<file path="config.mk">
export PLATFORM = sky130hd
export DESIGN_NAME = hamming_even_parity_encoder_core
export DESIGN_NICKNAME = d
export VERILOG_FILES = /design/src/hw/rtl/hepe_pkg.sv /design/src/hw/rtl/hamming_even_parity_encoder_core.sv
export SDC_FILE = /design/constraint.sdc
export NUM_CORES = 1
export LEC_CHECK = 0
export BUFFER_PORTS_ARGS = -buffer_cell sky130_fd_sc_hd__buf_4
export CAP_MARGIN = 20
export CORE_ASPECT_RATIO = 1.25
export CORE_MARGIN = 8
export CORE_UTILIZATION = 36
export CTS_CLUSTER_DIAMETER = 100
export CTS_CLUSTER_SIZE = 28
export DETAILED_ROUTE_END_ITERATION = 7
export HOLD_SLACK_MARGIN = 0.15
export SLEW_MARGIN = 20
export SYNTH_ARGS = -nofsm -noshare
export SYNTH_HDL_FRONTEND = slang
export SYNTH_SLANG_ARGS = --single-unit
export TNS_END_PERCENT = 10
</file>
<file path="constraint.sdc">
create_clock -name clk -period 8.35 [get_ports clk]
set_clock_uncertainty 0.15 [all_clocks]
set_input_delay 1.2525 -clock clk [delete_from_list [all_inputs] [get_ports clk]]
set_output_delay 1.2525 -clock clk [all_outputs]
set_load 0.05 [all_outputs]
</file>
<file path="src/hw/rtl/hepe_pkg.sv">
package hepe_pkg;

    localparam int unsigned DATA_W     = 57;
    localparam int unsigned LEN_W      = 6;
    localparam int unsigned CW_W       = 63;
    localparam int unsigned PCNT_W     = 3;
    localparam int unsigned NUM_PARITY = 6;
    localparam int unsigned MAX_DATA_BITS = 57;

    // XOR tree split: first level in stage 2, last level in stage 3
    localparam int unsigned GRP_W      = 16;
    localparam int unsigned NUM_GRP    = 4;

    typedef struct packed {
        logic [DATA_W-1:0] data_bits;
        logic [LEN_W-1:0]  data_length;
    } hepe_req_t;

    typedef struct packed {
        logic [CW_W-1:0]   codeword;
        logic [PCNT_W-1:0] parity_count;
        logic [LEN_W-1:0]  total_length;
        logic              length_error;
    } hepe_rsp_t;

    // 0-based codeword bit that carries data bit j
    function automatic int unsigned data_pos(input int unsigned j);
        int unsigned cnt;
        int unsigned res;
        cnt = 0;
        res = 0;
        for (int unsigned pos = 1; pos <= CW_W; pos++)
        begin
            if ((pos & (pos - 1)) != 0)
            begin
                if (cnt == j)
                    res = pos - 1;
                cnt++;
            end
        end
        return res;
    endfunction

    // codeword bits covered by parity bit i
    function automatic logic [GRP_W*NUM_GRP-1:0] cover_mask(input int unsigned i);
        logic [GRP_W*NUM_GRP-1:0] m;
        m = '0;
        for (int unsigned pos = 1; pos <= CW_W; pos++)
        begin
            if (((pos >> i) & 1) != 0)
                m[pos-1] = 1'b1;
        end
        return m;
    endfunction

endpackage

</file>
<file path="src/hw/rtl/hamming_even_parity_encoder_core.sv">
// Hamming encoder, even parity, variable data length.
//
// Request channel (req_valid/req_ready/req): data_bits plus data_length.
// Response channel (rsp_valid/rsp_ready/rsp): codeword with position 1 at
// bit 0, parity_count, total_length and length_error. Lengths above 57 give
// length_error with all other fields zero.
//
// Three register stages: length decode and data masking, data placement with
// the first XOR level, final parity XOR into the output register. A request
// passes the stage 1, stage 2 and output registers before rsp_valid rises;
// one transfer per cycle is sustained while rsp_ready stays high.
//
// Reset clears all stage valid bits; no response is pending afterwards.
// When the receiver holds rsp_ready low the output register holds its value
// and the stages behind it keep filling bubbles, so up to two more requests are
// taken before req_ready drops. Nothing is lost or repeated under stall.
module hamming_even_parity_encoder_core
    import hepe_pkg::*;
(
    input  logic      clk,
    input  logic      rst_n,
    input  logic      req_valid,
    output logic      req_ready,
    input  hepe_req_t req,
    output logic      rsp_valid,
    input  logic      rsp_ready,
    output hepe_rsp_t rsp
);

    logic en1, en2, en3;

    logic                 s1_valid_reg;
    logic [DATA_W-1:0]    s1_data_reg, s1_data_next;
    logic [PCNT_W-1:0]    s1_p_reg, s1_p_next;
    logic [LEN_W-1:0]     s1_total_reg, s1_total_next;
    logic                 s1_err_reg, s1_err_next;

    logic                           s2_valid_reg;
    logic [CW_W-1:0]                s2_cw_reg, s2_cw_next;
    logic [NUM_PARITY*NUM_GRP-1:0]  s2_part_reg, s2_part_next;
    logic [PCNT_W-1:0]              s2_p_reg;
    logic [LEN_W-1:0]               s2_total_reg;
    logic                           s2_err_reg;

    logic       rsp_valid_reg;
    hepe_rsp_t  rsp_reg, rsp_next;

    logic [DATA_W-1:0] len_mask;
    logic [GRP_W*NUM_GRP-1:0] cw_ext;

    assign en3 = !rsp_valid_reg || rsp_ready;
    assign en2 = !s2_valid_reg || en3;
    assign en1 = !s1_valid_reg || en2;
    assign req_ready = en1;
    assign rsp_valid = rsp_valid_reg;
    assign rsp = rsp_reg;

    // stage 1: length decode and masking
    always_comb
    begin
        s1_err_next = (req.data_length > LEN_W'(MAX_DATA_BITS));
        if (req.data_length >= LEN_W'(DATA_W))
            len_mask = '1;
        else
            len_mask = (DATA_W'(1) << req.data_length) - DATA_W'(1);

        priority if (req.data_length == 6'd0)
            s1_p_next = 3'd0;
        else if (req.data_length == 6'd1)
            s1_p_next = 3'd2;
        else if (req.data_length <= 6'd4)
            s1_p_next = 3'd3;
        else if (req.data_length <= 6'd11)
            s1_p_next = 3'd4;
        else if (req.data_length <= 6'd26)
            s1_p_next = 3'd5;
        else
            s1_p_next = 3'd6;

        s1_data_next  = req.data_bits & len_mask;
        s1_total_next = 6'(req.data_length + {3'b000, s1_p_next});
        if (s1_err_next)
        begin
            s1_data_next  = '0;
            s1_p_next     = '0;
            s1_total_next = '0;
        end
    end

    // stage 2: data placement and first XOR level
    for (genvar j = 0; j < DATA_W; j++)
    begin : g_place
        localparam int unsigned POS = data_pos(j);
        assign s2_cw_next[POS] = s1_data_reg[j];
    end

    for (genvar i = 0; i < NUM_PARITY; i++)
    begin : g_pbit
        assign s2_cw_next[(1 << i) - 1] = 1'b0;
    end

    assign cw_ext = {1'b0, s2_cw_next};

    for (genvar i = 0; i < NUM_PARITY; i++)
    begin : g_par
        localparam logic [GRP_W*NUM_GRP-1:0] MASK = cover_mask(i);
        for (genvar g = 0; g < NUM_GRP; g++)
        begin : g_grp
            assign s2_part_next[i*NUM_GRP+g] =
                ^(cw_ext[g*GRP_W +: GRP_W] & MASK[g*GRP_W +: GRP_W]);
        end
    end

    // stage 3: final parity and output register
    always_comb
    begin
        rsp_next.codeword     = s2_cw_reg;
        rsp_next.parity_count = s2_p_reg;
        rsp_next.total_length = s2_total_reg;
        rsp_next.length_error = s2_err_reg;
        for (int i = 0; i < NUM_PARITY; i++)
        begin
            rsp_next.codeword[(1 << i) - 1] = ^s2_part_reg[i*NUM_GRP +: NUM_GRP];
        end
    end

    always_ff @(posedge clk or negedge rst_n)
    begin
        if (!rst_n)
        begin
            s1_valid_reg  <= 1'b0;
            s2_valid_reg  <= 1'b0;
            rsp_valid_reg <= 1'b0;
        end
        else
        begin
            if (en1)
                s1_valid_reg <= req_valid;
            if (en2)
                s2_valid_reg <= s1_valid_reg;
            if (en3)
                rsp_valid_reg <= s2_valid_reg;
        end
    end

    always_ff @(posedge clk)
    begin
        if (en1 && req_valid)
        begin
            s1_data_reg  <= s1_data_next;
            s1_p_reg     <= s1_p_next;
            s1_total_reg <= s1_total_next;
            s1_err_reg   <= s1_err_next;
        end
        if (en2 && s1_valid_reg)
        begin
            s2_cw_reg    <= s2_cw_next;
            s2_part_reg  <= s2_part_next;
            s2_p_reg     <= s1_p_reg;
            s2_total_reg <= s1_total_reg;
            s2_err_reg   <= s1_err_reg;
        end
        if (en3 && s2_valid_reg)
            rsp_reg <= rsp_next;
    end

endmodule

</file>
# Word level (Yosys, flattened, before mapping)
# Index checks and enable logic that the tools add are counted.
[totals]
output_inout_bits = 75
register_bits = 231
[classes]
reduce_logical = 36
n_eq_ne = 1
mux = 6
magnitude_cmp = 5
addsub = 2
bitwise_logic = 1
n_shift = 1
[ops]
columns = ["cell", "count"]
rows = [
  ["$reduce_xor A16 Y1", 20],
  ["$and A57 B57 Y57", 1],
  ["$mux W57", 1],
  ["$shl A1 B6 Y57 const A", 1],
  ["$sub A57 B2 Y57 const B", 1],
  ["$reduce_xor A4 Y1", 6],
  ["$mux W3", 4],
  ["$add A6 B3 Y6", 1],
  ["$eq A6 B1 Y1 const B", 1],
  ["$ge A6 B6 Y1 const B", 1],
  ["$gt A6 B6 Y1 const B", 1],
  ["$le A6 B3 Y1 const B", 1],
  ["$le A6 B4 Y1 const B", 1],
  ["$le A6 B5 Y1 const B", 1],
  ["$logic_not A6 Y1", 1],
  ["$logic_and A1 B1 Y1", 3],
  ["$logic_not A1 Y1", 3],
  ["$logic_or A1 B1 Y1", 3],
  ["$mux W2", 1],
]

# Longest topological paths before layout
[logic_depth]
depth_word = 7
mapped_depth = 13
ltp_nobuf = 11

# Worst setup path after synthesis
# OpenSTA, ideal clock, no wires.
[synth_path]
kind = "input -> register"
from = "input port rsp_ready"
to = "register s2_cw_reg[10] (enable)"
setup_time_ns = 0.454
path_stages = 3
slack_ns = 4.377
required_ns = 7.746
t_arrival_ns = 3.369
n_path_buf = 0
path_cell_list = "nor2b_1 -> nand2_1 -> and2_1"
[synth_via]
elab_chain_len = 3
[synth_rtl]
columns = ["item", "line", "source"]
rows = [
  ["start, declared", "hamming_even_parity_encoder_core.sv:26", "input logic rsp_ready,"],
  ["$logic_or A1 B1 Y1", "hamming_even_parity_encoder_core.sv:51", "assign en3 = !rsp_valid_reg || rsp_ready;"],
  ["$logic_or A1 B1 Y1", "hamming_even_parity_encoder_core.sv:52", "assign en2 = !s2_valid_reg || en3;"],
  ["$logic_and A1 B1 Y1", "hamming_even_parity_encoder_core.sv:155", "if (en2 && s1_valid_reg)"],
  ["end signal, assigned", "hamming_even_parity_encoder_core.sv:157", "s2_cw_reg <= s2_cw_next;"],
  ["end, declared", "hamming_even_parity_encoder_core.sv:39", "logic [CW_W-1:0] s2_cw_reg, s2_cw_next;"],
]
# Every way passes these cells.
# A chain may end at the register's enable or synchronous reset.

# Worst setup path in the final report
[layout_path]
from = "input port req[1] in the netlist's numbering"
to = "register s1_data_reg[28] (data pin)"
[layout_via]
elab_chain_len = 4
word_cells_on_any_way = 6
cone_classes = "1 x add/sub; 2 x order compare; 1 x shift; 1 x mux; 1 x bitwise"
[layout_rtl]
columns = ["item", "line", "source"]
rows = [
  ["start, declared", "hamming_even_parity_encoder_core.sv:24", "input hepe_req_t req,"],
  ["$shl A1 B6 Y57", "hamming_even_parity_encoder_core.sv:65", "len_mask = (DATA_W'(1) << req.data_length) - DATA_W'(1);"],
  ["$sub A57 B2 Y57", "hamming_even_parity_encoder_core.sv:65", ""],
  ["$mux W57", "hamming_even_parity_encoder_core.sv:62", "if (req.data_length >= LEN_W'(DATA_W))"],
  ["$and A57 B57 Y57", "hamming_even_parity_encoder_core.sv:80", "s1_data_next = req.data_bits & len_mask;"],
  ["end signal, assigned", "hamming_even_parity_encoder_core.sv:150", "s1_data_reg <= s1_data_next;"],
  ["end, declared", "hamming_even_parity_encoder_core.sv:33", "logic [DATA_W-1:0] s1_data_reg, s1_data_next;"],
]
# Several ways; a longest one is shown, not always the timed one.

==> flow_summary.yaml <==
clock_network:
  cts_tree: "built"
  postCtsSetupRepairBufs: 0
  ctsResizeCount: 0
  clock-sinks: 229
  ctsHoldBuffers: 0
  cts_buffer_depth: 3
  clock_latency_ps: 460
  clk_pin_slew_worst_paths_ps: 110
  htree_levels: 1
  cts_made_buffers: 12
  root_buffer: "clkbuf_16"
logic_synthesis:
  ys_top_cells_by_area: "edfxtp_1 69%, xnor2_1 9.0%, nand2_1 2.8%, xor2_1 2.2%, a21oi_1 2.1%"
  yosys_warnings: 0
  ys_async_sr_fraction: 0.0131
  ys_ff_latch: 229
  syn-cell-area_sq_um: 9780
  synth_cell_type_count: 56
  synth.most_common_cell: "edfxtp_1"
  synthFlopType: "edfxtp_1"
  post-synth-top-area-cell: "edfxtp_1"
  synthCells: 671
  synth_edf_count: 226
  synthTopCellsByCount: "226 x edfxtp_1, 101 x xnor2_1, 73 x nand2_1, 42 x a21oi_1, 25 x xor2_1"
  yosysSeqAreaShare: 0.701
  syn_nets: 743
  syn_avg_cell_area_sq_um: 14.6
  yosysTopAreaCellShare: 0.694
power_and_ir_drop:
  power.density_nw_per_um2: 245
  max-vdd-ir-drop_mv: 0.0982
  clkPwrFrac: 0.226
  cellLeakagePower_nw: 4.18
  p_switching_mw: 0.818
  p_seq_frac: 0.545
  p_comb_frac: 0.230
  intPower_mw: 2.01
  switching_share: 0.290
  p_total_mw: 2.82
die:
  die_h_um: 200
  pin_count: 142
  fp.dieW_um: 163
  core.rowCount: 67
  core_sq_um: 26700
  start_util: 0.366
  die_area_sq_um: 32700
timing:
  rsz0062_at_grt: "false"
  slew_headroom: 0.358
  fin_setup_tns_ps: 0
  worst_hold_slack_ps: 255
  fin_crit_sh: 0.417
  drv_slew: 0
  layout_setup_ws_ps: 4860
  worst-slew-pin-transition_ps: 963
  max_freq_mhz: 287
  setup_violations: 0
  hold_violations: 0
  min_period_ps: 3490
critical_path:
  ff2ff_setup_slack_ps: 6060
  slowest_stage: "ha_1"
  crit_fanout: 27
  slowest_delay_ps: 550
  ff2ff_path_depth: 4
  critPathKind: "in -> reg"
  start_kind: "input port"
  worst_setup_path_end_kind: "flop"
  crit_chain: "buf_4, or2_1, nor3_1, nand2_1, ha_1, o21ai_1, mux2i_1, a21oi_1"
  cp.arrival_ps: 3550
  crit_required_ps: 8410
  r2r_start: "rsp_valid"
  r2r_end: "s2_cw_reg[39]"
final_layout:
  fin_nets: 875
  largest_reg_flops: 73
  diodes: 0
  finalNonFillerCells: 1150
  fin_area_sq_um: 11500
  utilization: 0.432
  drive_gt1_frac: 0.230
  area_delta_synth_final_pct: 18.0
placement:
  hpwl_um: 17000
  io_buffers: 141
  postPlaceCellArea_sq_um: 11200
  finalWeightedCongestion: 0.861
  placed_cells: 1134
  place_worst_setup_slack_ps: 4410
routing:
  route.met3.wl_um: 1110
  wire_per_inst_um: 19.6
  drt_iter0_drc: 312
  maxUsedRoutingLayer: "met4"
  detail_route.first_pass.iterations: 4
  vias: 5441
  drc_errors: 0
  totalWireLength_um: 22500
  wl_met1_um: 8960
  ant_nets: 0
  route.met2.wl_um: 12000
  viasPerCell: 4.73
grt:
  grt_pass1_vias: 5641
  grt_max_degree: 74
  grt-ovfl-total: 0
  antenna_found_initial: 1
  grt_pass1_wl_um: 33900
  track_usage: 0.135
run:
  drv_cap: 0
min_path:
  hold_end: "rsp[8]"
  worstHoldPathCells: 0
  hold_class: "reg -> reg"
  hold_start: "s2_p_reg[1]"
run_status:
  outcome: "finished, final reports clean"
-- critical path, delay by kind of cell --
kind	cells	cell delay [ps]
AND/OR/NAND/NOR	3	940
adder cells (fa/ha/maj)	1	550
AO/OA/AOI/OAI	2	380
multiplexers	1	210
buffers and inverters	1	200
-- cell families after synthesis --
kind of cell | count (synthesis) | share of synthesized area
AOI/OAI and AO/OA | 97 | 0.0586
adders and majority gates | 5 | 0.00716
DFF | 229 | 0.701
muxes | 1 | 0.00102
and+or+nand+nor | 172 | 0.0880
buffers and inverters | 33 | 0.0165
xor gates and xnor gates | 134 | 0.127
-- placed cells by master (no fill, tap or decap), drive strengths merged, types with 2 or more instances in the layout --
| cell type | Yosys | layout |
|---|---|---|
| a21boi | 3 | 3 |
| o31ai | 3 | 3 |
| and3 | 16 | 16 |
| o21a | 4 | 4 |
| xnor3 | 2 | 2 |
| nand2b | 9 | 9 |
| inv | 4 | 4 |
| edfxtp | 226 | 226 |
| nor2 | 29 | 29 |
| nor3 | 6 | 6 |
| xor2 | 29 | 29 |
| o211a | 2 | 2 |
| a21oi | 42 | 42 |
| ha | 4 | 4 |
| and2 | 7 | 7 |
| xnor2 | 103 | 103 |
| or3 | 3 | 3 |
| o311a | 3 | 3 |
| clkbuf | 10 | 15 |
| nand2 | 74 | 74 |
| or2 | 4 | 4 |
| nor2b | 11 | 11 |
| a221oi | 2 | 2 |
| o22ai | 2 | 2 |
| o21ai | 32 | 32 |
| buf | 19 | 147 |
| nand3 | 7 | 7 |
| dfrtp | 3 | 3 |
-- routing by layer --
metal / global-route usage / up-vias
met5: 0 / -
met4: 0.0394 / 0
met3: 0.0174 / 30
met2: 0.246 / 128
met1: 0.163 / 2628
li1: - / 2655
-- area by class of cell --
class	count	area, sq um
inverters	4	15.0
clock inverters	1	30.0
multi-input cells	409	2770
well taps	345	432
repair buffers	147	1100
clock buffers	15	333
flip-flops and latches	229	6860
fillers	2432	15200
-- power by group through the flow --
| stage | combinational (mW) | clock [mW] | sequential [mW] |
|---|---|---|---|
| final | 0.649 | 0.637 | 1.54 |
| after global routing | 0.698 | 0.694 | 1.55 |
| after CTS | 0.662 | 0.661 | 1.54 |
| after detailed placement | 0.662 | 0 | 1.57 |
| after global placement | 0.659 | 0 | 1.57 |
| after floorplan | 0.304 | 0 | 1.72 |
-- worst max-delay path by stage --
stage                         start              end  slack [ps]  cells after the start
after floorplan           rsp_ready    s2_cw_reg[10]        4380                      3
after global placement       req[1]  s1_data_reg[28]        4530                      8
after detailed placement     req[1]  s1_data_reg[28]        4410                      8
after CTS                    req[1]  s1_data_reg[28]        4950                      8
after global routing         req[1]  s1_data_reg[56]        4710                      9
final                        req[1]  s1_data_reg[28]        4860                      8
No activity file was read; power rests on OpenSTA's default activity.
